`config.mk`:
```
export PLATFORM = sky130hd
export DESIGN_NAME = animation_frame_at_time_top
export DESIGN_NICKNAME = d
export VERILOG_FILES = /design/src/rtl/afat_pkg.sv /design/src/rtl/afat_ram.sv /design/src/rtl/afat_dp.sv /design/src/rtl/afat_ctrl.sv /design/src/rtl/animation_frame_at_time_top.sv
export SDC_FILE = /design/constraint.sdc
export NUM_CORES = 2
export LEC_CHECK = 0
export BUFFER_PORTS_ARGS = -buffer_cell sky130_fd_sc_hd__buf_4
export CAP_MARGIN = 5
export CORE_MARGIN = 2
export CORE_UTILIZATION = 38
export DETAILED_ROUTE_END_ITERATION = 7
export SLEW_MARGIN = 20
export SYNTH_ARGS = -nofsm -noshare
export SYNTH_HDL_FRONTEND = slang
export SYNTH_SLANG_ARGS = --single-unit
export TNS_END_PERCENT = 10
```
`constraint.sdc`:
```
create_clock -name clk -period 14.4 [get_ports clk]
set_input_delay 0.72 -clock clk [delete_from_list [all_inputs] [get_ports clk]]
set_output_delay 0.72 -clock clk [all_outputs]
set_load 0.005 [all_outputs]
```
`src/rtl/afat_pkg.sv`:
```
// shared constants, operation and register codes, command and status types
package afat_pkg;

  localparam int MAX_FRAMES = 64;
  localparam int IDX_W      = $clog2(MAX_FRAMES);
  localparam int CNT_W      = 7;
  localparam int TIME_BITS  = 32;
  localparam int CFG_W      = 32;
  localparam int CFG_IDX_W  = 2;
  localparam int OP_W       = 2;
  localparam int DIV_CNT_W  = $clog2(TIME_BITS + 1);
  localparam int SEL_W      = 3;

  localparam logic [OP_W-1:0] OP_LOAD = 2'd0;
  localparam logic [OP_W-1:0] OP_AT   = 2'd1;
  localparam logic [OP_W-1:0] OP_NEXT = 2'd2;

  localparam logic [CFG_IDX_W-1:0] REG_PLAY_MODE   = 2'd0;
  localparam logic [CFG_IDX_W-1:0] REG_FRAME_COUNT = 2'd1;
  localparam logic [CFG_IDX_W-1:0] REG_ACTION_TIME = 2'd2;

  // source of the frame index on a result
  localparam logic [SEL_W-1:0] SEL_LAST  = 3'd0;
  localparam logic [SEL_W-1:0] SEL_ZERO  = 3'd1;
  localparam logic [SEL_W-1:0] SEL_SCAN  = 3'd2;
  localparam logic [SEL_W-1:0] SEL_CLAMP = 3'd3;
  localparam logic [SEL_W-1:0] SEL_REM   = 3'd4;

  typedef struct packed {
    logic             load_we;
    logic             capture_at;
    logic             capture_next;
    logic             div_start_time;
    logic             div_start_next;
    logic             use_rem;
    logic             hint_rd;
    logic             scan_back;
    logic             scan_fwd;
    logic             scan_step;
    logic             emit;
    logic [SEL_W-1:0] sel;
  } afat_cmd_t;

  typedef struct packed {
    logic loop_mode;
    logic t_ge_action;
    logic action_zero;
    logic div_busy;
    logic hint_gt;
    logic hint_zero;
    logic scan_end;
  } afat_stat_t;

endpackage

```
`src/rtl/afat_ram.sv`:
```
// generic simple dual-port ram with registered read
module afat_ram #(
  parameter int WIDTH = 32,
  parameter int DEPTH = 64
) (
  input  logic                     clk,
  input  logic                     we,
  input  logic [$clog2(DEPTH)-1:0] waddr,
  input  logic [WIDTH-1:0]         wdata,
  input  logic [$clog2(DEPTH)-1:0] raddr,
  output logic [WIDTH-1:0]         rdata
);

  logic [WIDTH-1:0] mem [DEPTH];

  always_ff @(posedge clk) begin
    if (we) begin
      mem[waddr] <= wdata;
    end
    rdata <= mem[raddr];
  end

endmodule

```
`src/rtl/afat_dp.sv`:
```
// datapath: config registers, start time table, modulo unit, frame search
module afat_dp import afat_pkg::*; (
  input  logic                 clk,
  input  logic                 rst,
  input  afat_cmd_t            cmd,
  output afat_stat_t           stat,
  input  logic [TIME_BITS-1:0] query_time,
  input  logic [IDX_W-1:0]     hint_frame,
  input  logic [IDX_W-1:0]     current_frame,
  input  logic [IDX_W-1:0]     entry_index,
  input  logic [TIME_BITS-1:0] entry_start,
  input  logic                 cfg_we,
  input  logic [CFG_IDX_W-1:0] cfg_index,
  input  logic [CFG_W-1:0]     cfg_data,
  output logic                 done,
  output logic [IDX_W-1:0]     frame,
  output logic                 bad_hint
);

  logic                 play_mode;
  logic [CNT_W-1:0]     frame_count;
  logic [TIME_BITS-1:0] action_time;
  logic [CNT_W-1:0]     n;
  logic [CNT_W-1:0]     n_m1;

  logic [TIME_BITS-1:0] t_r;
  logic [IDX_W-1:0]     hint_r;
  logic [IDX_W-1:0]     cur_r;
  logic                 bad_r;
  logic                 hint_bad;
  logic                 cur_bad;
  logic [CNT_W-1:0]     cur_inc;

  logic [TIME_BITS-1:0] div_num;
  logic [TIME_BITS-1:0] div_den;
  logic [TIME_BITS-1:0] div_rem;
  logic [DIV_CNT_W-1:0] div_cnt;
  logic [TIME_BITS:0]   div_trial;
  logic [TIME_BITS:0]   div_diff;
  logic                 div_fit;

  logic [CNT_W-1:0]     scan_addr;
  logic [CNT_W-1:0]     scan_lim;
  logic [CNT_W-1:0]     scan_lim_m1;
  logic [IDX_W-1:0]     scan_prev;
  logic                 scan_pend;
  logic                 scan_more;
  logic                 scan_hit;
  logic [IDX_W-1:0]     scan_frame;

  logic [IDX_W-1:0]     rd_addr;
  logic [TIME_BITS-1:0] rd_data;
  logic [IDX_W-1:0]     sel_frame;

  always_ff @(posedge clk) begin
    if (rst) begin
      play_mode   <= 1'b0;
      frame_count <= CNT_W'(1);
      action_time <= '0;
    end else if (cfg_we) begin
      unique case (cfg_index)
        REG_PLAY_MODE:   play_mode   <= cfg_data[0];
        REG_FRAME_COUNT: frame_count <= cfg_data[CNT_W-1:0];
        REG_ACTION_TIME: action_time <= cfg_data[TIME_BITS-1:0];
        default: ;
      endcase
    end
  end

  // frames in use, count held to 1..MAX_FRAMES
  always_comb begin
    if (frame_count == '0) begin
      n = CNT_W'(1);
    end else if (frame_count > CNT_W'(MAX_FRAMES)) begin
      n = CNT_W'(MAX_FRAMES);
    end else begin
      n = frame_count;
    end
  end

  assign n_m1     = n - CNT_W'(1);
  assign hint_bad = CNT_W'(hint_frame) >= n;
  assign cur_bad  = CNT_W'(current_frame) >= n;
  assign cur_inc  = CNT_W'(cur_r) + CNT_W'(1);

  always_ff @(posedge clk) begin
    if (cmd.capture_at) begin
      t_r    <= query_time;
      bad_r  <= hint_bad;
      hint_r <= hint_bad ? '0 : hint_frame;
    end else if (cmd.capture_next) begin
      cur_r <= current_frame;
      bad_r <= cur_bad;
    end else if (cmd.use_rem) begin
      t_r <= div_rem;
    end
  end

  // restoring modulo, one dividend bit per cycle
  assign div_trial = {div_rem, div_num[TIME_BITS-1]};
  assign div_diff  = div_trial - {1'b0, div_den};
  assign div_fit   = div_trial >= {1'b0, div_den};

  always_ff @(posedge clk) begin
    if (rst) begin
      div_cnt <= '0;
    end else if (cmd.div_start_time) begin
      div_num <= t_r;
      div_den <= action_time;
      div_rem <= '0;
      div_cnt <= DIV_CNT_W'(TIME_BITS);
    end else if (cmd.div_start_next) begin
      div_num <= TIME_BITS'(cur_inc);
      div_den <= TIME_BITS'(n);
      div_rem <= '0;
      div_cnt <= DIV_CNT_W'(TIME_BITS);
    end else if (div_cnt != '0) begin
      div_rem <= div_fit ? div_diff[TIME_BITS-1:0] : div_trial[TIME_BITS-1:0];
      div_num <= {div_num[TIME_BITS-2:0], 1'b0};
      div_cnt <= div_cnt - DIV_CNT_W'(1);
    end
  end

  // streaming scan: one read issued per cycle, compare on the data of the last one
  assign scan_more   = scan_addr < scan_lim;
  assign scan_hit    = scan_pend && (rd_data > t_r);
  assign scan_lim_m1 = scan_lim - CNT_W'(1);
  assign scan_frame  = scan_hit ? (scan_prev - IDX_W'(1)) : scan_lim_m1[IDX_W-1:0];

  always_ff @(posedge clk) begin
    if (rst) begin
      scan_pend <= 1'b0;
    end else if (cmd.scan_back) begin
      scan_addr <= CNT_W'(1);
      scan_lim  <= CNT_W'(hint_r);
      scan_pend <= 1'b0;
    end else if (cmd.scan_fwd) begin
      scan_addr <= CNT_W'(hint_r) + CNT_W'(1);
      scan_lim  <= n;
      scan_pend <= 1'b0;
    end else if (cmd.scan_step) begin
      if (!scan_hit && scan_more) begin
        scan_prev <= scan_addr[IDX_W-1:0];
        scan_addr <= scan_addr + CNT_W'(1);
        scan_pend <= 1'b1;
      end else begin
        scan_pend <= 1'b0;
      end
    end
  end

  assign rd_addr = cmd.hint_rd ? hint_r : scan_addr[IDX_W-1:0];

  afat_ram #(
    .WIDTH(TIME_BITS),
    .DEPTH(MAX_FRAMES)
  ) u_ram (
    .clk   (clk),
    .we    (cmd.load_we),
    .waddr (entry_index),
    .wdata (entry_start),
    .raddr (rd_addr),
    .rdata (rd_data)
  );

  always_comb begin
    unique case (cmd.sel)
      SEL_LAST:  sel_frame = n_m1[IDX_W-1:0];
      SEL_ZERO:  sel_frame = '0;
      SEL_SCAN:  sel_frame = scan_frame;
      SEL_CLAMP: sel_frame = (CNT_W'(cur_r) < n_m1) ? cur_inc[IDX_W-1:0] : n_m1[IDX_W-1:0];
      SEL_REM:   sel_frame = div_rem[IDX_W-1:0];
      default:   sel_frame = '0;
    endcase
  end

  always_ff @(posedge clk) begin
    if (rst) begin
      done <= 1'b0;
    end else begin
      done <= cmd.emit;
    end
  end

  always_ff @(posedge clk) begin
    if (cmd.emit) begin
      frame    <= sel_frame;
      bad_hint <= bad_r;
    end
  end

  assign stat.loop_mode   = play_mode;
  assign stat.t_ge_action = t_r >= action_time;
  assign stat.action_zero = action_time == '0;
  assign stat.div_busy    = div_cnt != '0;
  assign stat.hint_gt     = rd_data > t_r;
  assign stat.hint_zero   = hint_r == '0;
  assign stat.scan_end    = scan_hit || !scan_more;

endmodule

```
`src/rtl/afat_ctrl.sv`:
```
// controller state machine sequencing loads, lookups and frame advance
module afat_ctrl import afat_pkg::*; (
  input  logic            clk,
  input  logic            rst,
  input  logic            start,
  input  logic [OP_W-1:0] operation,
  output logic            busy,
  output afat_cmd_t       cmd,
  input  afat_stat_t      stat
);

  localparam logic [2:0] S_IDLE    = 3'd0;
  localparam logic [2:0] S_AT_CHK  = 3'd1;
  localparam logic [2:0] S_NXT_CHK = 3'd2;
  localparam logic [2:0] S_MOD     = 3'd3;
  localparam logic [2:0] S_HISSUE  = 3'd4;
  localparam logic [2:0] S_HCMP    = 3'd5;
  localparam logic [2:0] S_SCAN    = 3'd6;

  logic [2:0]      state;
  logic [2:0]      state_next;
  logic [OP_W-1:0] op_r;

  assign busy = state != S_IDLE;

  always_ff @(posedge clk) begin
    if (rst) begin
      state <= S_IDLE;
    end else begin
      state <= state_next;
    end
  end

  always_ff @(posedge clk) begin
    if (start && !busy) begin
      op_r <= operation;
    end
  end

  always_comb begin
    cmd        = '0;
    state_next = state;
    unique case (state)
      S_IDLE: begin
        if (start) begin
          unique case (operation)
            OP_LOAD: cmd.load_we = 1'b1;
            OP_AT: begin
              cmd.capture_at = 1'b1;
              state_next     = S_AT_CHK;
            end
            OP_NEXT: begin
              cmd.capture_next = 1'b1;
              state_next       = S_NXT_CHK;
            end
            default: ;
          endcase
        end
      end
      S_AT_CHK: begin
        if (!stat.loop_mode && stat.t_ge_action) begin
          cmd.emit   = 1'b1;
          cmd.sel    = SEL_LAST;
          state_next = S_IDLE;
        end else if (stat.loop_mode && !stat.action_zero) begin
          cmd.div_start_time = 1'b1;
          state_next         = S_MOD;
        end else begin
          cmd.hint_rd = 1'b1;
          state_next  = S_HCMP;
        end
      end
      S_NXT_CHK: begin
        if (!stat.loop_mode) begin
          cmd.emit   = 1'b1;
          cmd.sel    = SEL_CLAMP;
          state_next = S_IDLE;
        end else begin
          cmd.div_start_next = 1'b1;
          state_next         = S_MOD;
        end
      end
      S_MOD: begin
        if (!stat.div_busy) begin
          if (op_r == OP_NEXT) begin
            cmd.emit   = 1'b1;
            cmd.sel    = SEL_REM;
            state_next = S_IDLE;
          end else begin
            cmd.use_rem = 1'b1;
            state_next  = S_HISSUE;
          end
        end
      end
      S_HISSUE: begin
        cmd.hint_rd = 1'b1;
        state_next  = S_HCMP;
      end
      S_HCMP: begin
        // hint start lies after the time: frame 0 if the hint is frame 0, else search again from the front
        if (stat.hint_gt) begin
          if (stat.hint_zero) begin
            cmd.emit   = 1'b1;
            cmd.sel    = SEL_ZERO;
            state_next = S_IDLE;
          end else begin
            cmd.scan_back = 1'b1;
            state_next    = S_SCAN;
          end
        end else begin
          cmd.scan_fwd = 1'b1;
          state_next   = S_SCAN;
        end
      end
      S_SCAN: begin
        cmd.scan_step = 1'b1;
        if (stat.scan_end) begin
          cmd.emit   = 1'b1;
          cmd.sel    = SEL_SCAN;
          state_next = S_IDLE;
        end
      end
      default: state_next = S_IDLE;
    endcase
  end

endmodule

```
`src/rtl/animation_frame_at_time_top.sv`:
```
// top level: frame lookup by time over a table of frame start times
//
// Items are taken with start while busy is low; operation selects a table
// load, a frame-at-time query or a next-frame query. Configuration writes go
// through cfg_we / cfg_index / cfg_data only while the block is idle, which
// the user must see to; the block does not enforce it. A load is written in
// the transfer cycle itself and never raises busy. Queries raise busy; their
// result shows on frame / bad_hint for exactly one cycle with done high, and
// the receiver must take it then. Query paths to the result:
//   next frame, one-shot: a direct result; next frame, loop: the result of
//   the 32-step bit-serial modulo unit
//   frame at time, one-shot past the end: a direct result
//   frame at time otherwise: a hint read, then a scan of k entries (at most
//   the frame count less one), one table read per cycle on the ram read
//   port; no scan when frame 0 is the hint and starts after the time;
//   loop mode with nonzero duration runs the modulo first.
// One query is in flight at a time; the next transfer is taken in the cycle
// done goes high. Reset returns the controller to idle and the registers to
// one-shot, one frame, zero duration; the table is not cleared and holds
// undefined data until loaded.
module animation_frame_at_time_top import afat_pkg::*; (
  input  logic                 clk,
  input  logic                 rst,
  input  logic                 start,
  output logic                 busy,
  input  logic [OP_W-1:0]      operation,
  input  logic [TIME_BITS-1:0] query_time,
  input  logic [IDX_W-1:0]     hint_frame,
  input  logic [IDX_W-1:0]     current_frame,
  input  logic [IDX_W-1:0]     entry_index,
  input  logic [TIME_BITS-1:0] entry_start,
  input  logic                 cfg_we,
  input  logic [CFG_IDX_W-1:0] cfg_index,
  input  logic [CFG_W-1:0]     cfg_data,
  output logic                 done,
  output logic [IDX_W-1:0]     frame,
  output logic                 bad_hint
);

  afat_cmd_t  cmd;
  afat_stat_t stat;

  afat_ctrl u_ctrl (
    .clk       (clk),
    .rst       (rst),
    .start     (start),
    .operation (operation),
    .busy      (busy),
    .cmd       (cmd),
    .stat      (stat)
  );

  afat_dp u_dp (
    .clk           (clk),
    .rst           (rst),
    .cmd           (cmd),
    .stat          (stat),
    .query_time    (query_time),
    .hint_frame    (hint_frame),
    .current_frame (current_frame),
    .entry_index   (entry_index),
    .entry_start   (entry_start),
    .cfg_we        (cfg_we),
    .cfg_index     (cfg_index),
    .cfg_data      (cfg_data),
    .done          (done),
    .frame         (frame),
    .bad_hint      (bad_hint)
  );

endmodule

```
# Word-level counts from Yosys, hierarchy flattened

Memory sizes are Yosys's and may differ from the RTL's. A register that Yosys moved wholly into a read port is not among the register bits.
Index checks and enable logic that the tools add are counted.
Widths: inputs -> output; s select.

Bits in writable memories: 2,048
Output and inout port bits: 9
Register bits: 221
Bits of input ports: 122
Word-level logic and storage cells: 172
Memories: 1

Mux-type cells: 69
Add/subtract/negate cells: 8
Equality and inequality tests: 19
$lt $le $gt $ge: 8
Reduce and logical (&&, ||, !) cells: 41
Bitwise operators: 4

Memories:

| memory         | words | width | read ports | clocked after Yosys merged registers in | wr ports | line           | source |
|---|---|---|---|---|---|---|---|
| u_dp.u_ram.mem | 64    | 32    | 1          | 1                                       | 1        | afat_ram.sv:14 | `logic [WIDTH-1:0] mem [DEPTH];` |

Operators by type and width:

| operator            | number |
|---|---|
| $mux 32             | 10 |
| $mux 6              | 7 |
| $mux 7              | 6 |
| $ge 33x32->1        | 1 |
| $ge 32x32->1        | 1 |
| $gt 32x32->1        | 1 |
| $logic_not 32->1    | 1 |
| $sub 32x32->32      | 1 |
| $mux 3              | 10 |
| $mux 4              | 7 |
| $pmux 6 s4          | 1 |
| $mux 1              | 22 |
| $pmux 3 s7          | 1 |
| $pmux 4 s5          | 1 |
| $sub 6x1->6 const B | 3 |
| $reduce_and 2->1    | 8 |
| $add 6x1->7 const B | 2 |
| $ge 6x7->1          | 2 |
| $eq 3x2->1 const B  | 4 |
| $eq 3x3->1 const B  | 4 |
| $reduce_bool 3->1   | 4 |
| $reduce_bool 2->1   | 4 |
| $add 7x1->7 const B | 1 |
| $gt 7x7->1 const B  | 1 |
| 26 further kinds    | 46 |

# Longest topological paths before layout

Word-level depth: 8
Gate-level depth with buffers: 20

# By module

From an unflattened synthesis, not the netlist that was laid out.

Cells, all modules: 4,753
Area, all modules: 92,535.0 um2

Modules (own cells, without submodules):

| module    | cells an instance | area an instance (um2) | sequential area each (um2) | times used |
|---|---|---|---|---|
| afat_ram  | 3,324             | 78,515.3               | 62,139.6                   | 1 |
| afat_dp   | 1,359             | 13,399.1               | 6,005.8                    | 1 |
| afat_ctrl | 70                | 620.6                  | 120.1                      | 1 |

# Worst setup path after synthesis

No wires, ideal clock.

Kind: register -> register
Start point: register u_ctrl.state[2]
End point: register u_dp.div_num[0], enable pin
Required time: 13.893 ns
Path slack: 8.915 ns
Data arrival time: 4.978 ns
Buffers on the path: 4
Stages on the path, launching flop included: 9
Path through: dfxtp_1 > clkbuf_1 > nand2b_1 > nor4b_1 > clkbuf_1 > nor2b_1 > clkbuf_1 > clkbuf_1 > a21oi_1

Word-level cells in the longest chain between the ends: 4
Elaborated cells on any way between the ends: 6

Ends and longest elaborated chain:

| what                                     | line            | source |
|---|---|---|
| start, declared                          | afat_ctrl.sv:20 | `logic [2:0] state;` |
| start signal, assigned                   | afat_ctrl.sv:30 | `state <= state_next;` |
| $eq 3x2->1 or $eq 3x1->1 (tied branches) | afat_ctrl.sv:43 | `unique case (state)` |
| $mux 1                                   | afat_ctrl.sv:43 |  |
| $reduce_bool 3->1 (no source line) *     | -               |  |
| $reduce_and 2->1 (no source line) *      | -               |  |
| end signal, assigned                     | afat_dp.sv:108  | `div_num <= t_r;` |
| end signal, assigned                     | afat_dp.sv:113  | `div_num <= TIME_BITS'(cur_inc);` |
| end signal, assigned                     | afat_dp.sv:119  | `div_num <= {div_num[TIME_BITS-2:0], 1'b0};` |
| end, declared                            | afat_dp.sv:34   | `logic [TIME_BITS-1:0] div_num;` |

Mark *: on every way between the ends. The rest lies on a longest branch, timed or not.
A chain may end at the register's enable or synchronous reset.

# Worst setup path in the final report

Start point: register u_dp.t_r[19]
End point: register u_dp.u_ram.rdata[0], read port of u_dp.u_ram.mem

Word-level cells in the longest chain between the ends: 5

Ends and longest elaborated chain:

| what                   | line            | source |
|---|---|---|
| start, declared        | afat_dp.sv:26   | `logic [TIME_BITS-1:0] t_r;` |
| start signal, assigned | afat_dp.sv:88   | `t_r <= query_time;` |
| start signal, assigned | afat_dp.sv:95   | `t_r <= div_rem;` |
| $ge 32x32->1           | afat_dp.sv:193  | `assign stat.t_ge_action = t_r >= action_time;` |
| $logic_and 1x1->1      | afat_ctrl.sv:61 | `if (!stat.loop_mode && stat.t_ge_action) begin` |
| $mux 1                 | afat_ctrl.sv:61 |  |
| $pmux 1 s2             | afat_ctrl.sv:43 |  |
| $mux 6                 | afat_dp.sv:152  | `assign rd_addr = cmd.hint_rd ? hint_r : scan_addr[IDX_W-1:0];` |
| end, declared          | afat_ram.sv:11  | `output logic [WIDTH-1:0] rdata` |

Every way passes these cells.

==> impl_metrics.xml <==
<?xml version="1.0" encoding="UTF-8"?>
<metrics>
  <group name="outcome">
    <metric name="outcome" unit="">completed</metric>
  </group>
  <group name="sta">
    <metric name="fin_setup_tns" unit="ns">0</metric>
    <metric name="relSlewSlack" unit="%">20.8</metric>
    <metric name="grt_setup_unrepaired" unit="">no</metric>
    <metric name="slew_viol_final" unit="">0</metric>
    <metric name="final_number_of_setup_violating_endpoints" unit="">0</metric>
    <metric name="layout_skew" unit="ns">0.0597</metric>
    <metric name="hold-worst-slack" unit="ns">0.0558</metric>
    <metric name="maxClockFrequency" unit="MHz">133</metric>
    <metric name="tightestPinTransition" unit="ns">1.19</metric>
    <metric name="layout_worst_path_cycle_share" unit="%">52.2</metric>
    <metric name="finalWorstPathRequiredPeriod" unit="ns">7.51</metric>
    <metric name="finalHoldViolCount" unit="">0</metric>
  </group>
  <group name="cts">
    <metric name="clock-sinks" unit="">2301</metric>
    <metric name="htree_num_levels" unit="">4</metric>
    <metric name="cts-root-to-sink-buffers" unit="">3</metric>
    <metric name="cts_hold_buffers" unit="">0</metric>
    <metric name="tritoncts_clock_tree" unit="">done</metric>
    <metric name="post-cts-setup-buffer-count" unit="">0</metric>
    <metric name="clkTransAtPathRegs" unit="ns">0.06</metric>
    <metric name="numCtsBuffers" unit="">232</metric>
    <metric name="cts_root_buf" unit="">sky130_fd_sc_hd__clkbuf_16</metric>
    <metric name="clk_latency" unit="ns">0.89</metric>
    <metric name="cts-resized-gates" unit="">0</metric>
  </group>
  <group name="die">
    <metric name="coreArea" unit="um2">249000</metric>
    <metric name="die_x" unit="um">504</metric>
    <metric name="io-pin-count" unit="">131</metric>
    <metric name="placement_rows" unit="">183</metric>
    <metric name="die_span_y" unit="um">504</metric>
    <metric name="floorplan.die_area" unit="um2">254000</metric>
    <metric name="start_util" unit="%">38.2</metric>
  </group>
  <group name="setup_path">
    <metric name="crit_path_class" unit="">reg -&gt; reg</metric>
    <metric name="critPathArrivalTime" unit="ns">8.27</metric>
    <metric name="crit_required" unit="ns">15.16</metric>
    <metric name="cp_max_fo" unit="">136</metric>
    <metric name="critical_path.startpoint_type" unit="">flop</metric>
    <metric name="critPathCaptureType" unit="">flop</metric>
  </group>
  <group name="drt">
    <metric name="post-route-drc-count" unit="">0</metric>
    <metric name="drt-vias-per-instance" unit="">5.86</metric>
    <metric name="route.detailed.wl_per_inst" unit="um">28.6</metric>
    <metric name="drt-total-wl" unit="um">305000</metric>
    <metric name="route.antenna.remaining_nets" unit="">0</metric>
    <metric name="detailroute.via_count" unit="">62600</metric>
    <metric name="detailedRoute.firstPassIterationCount" unit="">8</metric>
    <metric name="detail_route.iter0.violations" unit="">9105</metric>
  </group>
  <group name="pwr">
    <metric name="powerDensity" unit="nW/um2">153</metric>
    <metric name="leakage_power" unit="nW">36.8</metric>
    <metric name="vdd.ir_drop.worst" unit="mV">0.154</metric>
    <metric name="totalPowerFinal" unit="mW">16.5</metric>
  </group>
  <group name="finish">
    <metric name="n_fill_cell" unit="">22500</metric>
    <metric name="multiInputGateArea" unit="um2">25100</metric>
    <metric name="final_cell_mix" unit="">2,218 x sky130_fd_sc_hd__edfxtp_1, 1,493 x sky130_fd_sc_hd__nand2_1, 456 x sky130_fd_sc_hd__a21oi_1</metric>
    <metric name="mostFrequentLayoutCell" unit="">sky130_fd_sc_hd__edfxtp_1</metric>
    <metric name="area.sequential" unit="um2">68300</metric>
    <metric name="layout-drive-gt1-share" unit="%">10.7</metric>
    <metric name="fin_util" unit="%">43.4</metric>
    <metric name="nNetsFinal" unit="">7379</metric>
    <metric name="growth_of_design_area_from_synthesis_to_finish" unit="%">13.7</metric>
    <metric name="layout_cells_excl_fill" unit="">10700</metric>
  </group>
  <group name="synthesis">
    <metric name="post_synth.cell_area_avg" unit="um2">13.5</metric>
    <metric name="post_synth_inst_count" unit="">7049</metric>
    <metric name="synth.cell_area" unit="um2">95000</metric>
    <metric name="yosysWarnings" unit="">0</metric>
    <metric name="synth_cell_types" unit="">81</metric>
    <metric name="number_of_enable_type_register_cells_in_the_synthesized_netlist" unit="">2218</metric>
    <metric name="number_of_nets_produced_by_synthesis" unit="">7296</metric>
    <metric name="share_of_synthesized_flip_flops_with_an_asynchronous_set_or_reset" unit="%">0</metric>
    <metric name="postSynthRegisterBits" unit="">2301</metric>
    <metric name="synth_seq_area_share" unit="%">71.8</metric>
    <metric name="synth_ff_type" unit="">sky130_fd_sc_hd__edfxtp_1</metric>
  </group>
  <group name="grt">
    <metric name="vias_in_the_first_global_route" unit="">58800</metric>
    <metric name="wire_length_of_the_first_global_routing_pass" unit="um">434000</metric>
    <metric name="globalRouteTotalUtil" unit="%">23.3</metric>
    <metric name="grt_max_degree" unit="">137</metric>
    <metric name="grt.overflow.total" unit="">0</metric>
    <metric name="antenna_found_initial" unit="">33</metric>
  </group>
  <group name="placement">
    <metric name="hpwl" unit="um">170000</metric>
    <metric name="gp_congestion" unit="">0.869</metric>
    <metric name="io_buffers" unit="">130</metric>
    <metric name="dp_cells" unit="">10200</metric>
  </group>
  <group name="run">
    <metric name="cap_violations" unit="">0</metric>
  </group>
  <group name="worst_hold_path">
    <metric name="hp-class" unit="">in -&gt; reg</metric>
  </group>
</metrics>
-- worst max-delay path, stage by stage, from the launching register on --
cell and delay [ns]:
sky130_fd_sc_hd__edfxtp_1 0.42, sky130_fd_sc_hd__ha_1 0.33, sky130_fd_sc_hd__a21oi_1 0.19, sky130_fd_sc_hd__o21ai_0 0.14, sky130_fd_sc_hd__a221oi_2 0.26, sky130_fd_sc_hd__nand3_2 0.12, sky130_fd_sc_hd__a311oi_2 0.53, sky130_fd_sc_hd__o21a_4 0.59
sky130_fd_sc_hd__mux2i_4 0.32, sky130_fd_sc_hd__buf_4 0.78, sky130_fd_sc_hd__buf_12 0.68, sky130_fd_sc_hd__buf_4 0.90, sky130_fd_sc_hd__mux2_2 0.41, sky130_fd_sc_hd__a221oi_1 0.35, sky130_fd_sc_hd__a2111oi_0 0.12, sky130_fd_sc_hd__a311o_1 0.37
sky130_fd_sc_hd__or4_1 0.51
-- report_power, final --
| group | switching (mW) | leakage, nW | internal, mW |
|---|---|---|---|
| clock network | 2.60 | 3.79 | 3.52 |
| registers | 0.214 | 20.7 | 7.58 |
| logic | 1.79 | 12.4 | 0.807 |
-- metal layers --
| layer | up-vias | routed length [um] | track usage [%] |
|---|---|---|---|
| met5 | - | 70 | 0 |
| met4 | 12 | 8400 | 6.91 |
| met3 | 499 | 34500 | 5.42 |
| met2 | 3605 | 137000 | 35.5 |
| met1 | 31600 | 125000 | 33.1 |
| li1 | 26900 | - | - |
-- metrics by stage --
step | setup WS, ns | instance area, um2
finish | 6.89 | 108000
global route | 6.59 | 108000
CTS | 7.05 | 108000
detailed placement | 7.03 | 100000
global placement | 7.13 | 100000
floorplan | 8.91 | 95000
-- sequential cells by signal, summed over array words and instances (netlist names), 2 cells and up --
signal and count:
u_dp.scan_lim 7, u_dp.hint_r 6, u_dp.scan_prev 6, u_dp.frame_count 7
u_dp.div_cnt 6, u_dp.t_r 32, u_ctrl.state 3, u_dp.u_ram.mem 2048
u_dp.scan_addr 7, u_dp.div_den 32, u_dp.frame 6, u_ctrl.op_r 2
u_dp.action_time 32, u_dp.cur_r 6, u_dp.u_ram.rdata 32, u_dp.div_num 32
u_dp.div_rem 32
-- synthesized netlist by cell type (45+ instances only) --
cell type                   number  area (um2)
sky130_fd_sc_hd__dfxtp_1        83        1660
sky130_fd_sc_hd__nand2_1      1493        5600
sky130_fd_sc_hd__nand4_1        46         288
sky130_fd_sc_hd__and3_1        176        1100
sky130_fd_sc_hd__nor4_1         63         394
sky130_fd_sc_hd__nor2_1        143         537
sky130_fd_sc_hd__a211oi_1      150        1130
sky130_fd_sc_hd__o21ai_0       172         861
sky130_fd_sc_hd__a311oi_1       81         709
sky130_fd_sc_hd__nand3_1       131         656
sky130_fd_sc_hd__mux2i_1       280        2800
sky130_fd_sc_hd__o221ai_1       45         394
sky130_fd_sc_hd__buf_2         124         621
sky130_fd_sc_hd__inv_1         131         492
sky130_fd_sc_hd__clkbuf_1      255         957
sky130_fd_sc_hd__a21oi_1       458        2290
sky130_fd_sc_hd__edfxtp_1     2218       66600
sky130_fd_sc_hd__ha_1          124        1550
sky130_fd_sc_hd__o22ai_1       103         644
sky130_fd_sc_hd__a31oi_1        98         613
sky130_fd_sc_hd__a2111oi_0      68         596
sky130_fd_sc_hd__nor3_1         87         435
-- cell families (layout without fill, tap and decap cells) --
family,after synthesis,count (layout),synth area share [%]
AO/OA/AOI/OAI,1394,1394,9.50
multiplexers,325,325,3.50
other,0,14,0
flip-flops,2301,2301,71.8
XOR/XNOR,50,50,0.461
AND/OR/NAND/NOR,2278,2278,10.5
buffers and inverters,576,864,2.55
adder cells (fa/ha/maj),125,125,1.65
-- final timing paths --
kind                           from                          end  slack (ns)  cells past startpoint
max          u_dp.t_r[19]$_DFFE_PP_  u_dp.u_ram.rdata[0]$_DFF_P_        6.89                     16
min reg2reg    u_dp.bad_r$_DFFE_PP_      u_dp.bad_hint$_DFFE_PP_        0.42                      0
max reg2reg  u_dp.t_r[19]$_DFFE_PP_  u_dp.u_ram.rdata[0]$_DFF_P_        6.89                     16
min                current_frame[5]      u_dp.cur_r[5]$_DFFE_PP_        0.06                      1
-- area by class of cell --
type	instances	area share (%)
timing repair buffer	292	2.11
clock inverter	136	1.30
clock buffer	303	5.86
antenna	14	0.0324
inverter	133	0.462
sequential	2301	63.2
tap	3330	3.86
multi-input combinational	4172	23.2
Note: power is estimated with default switching activity, not from simulation.
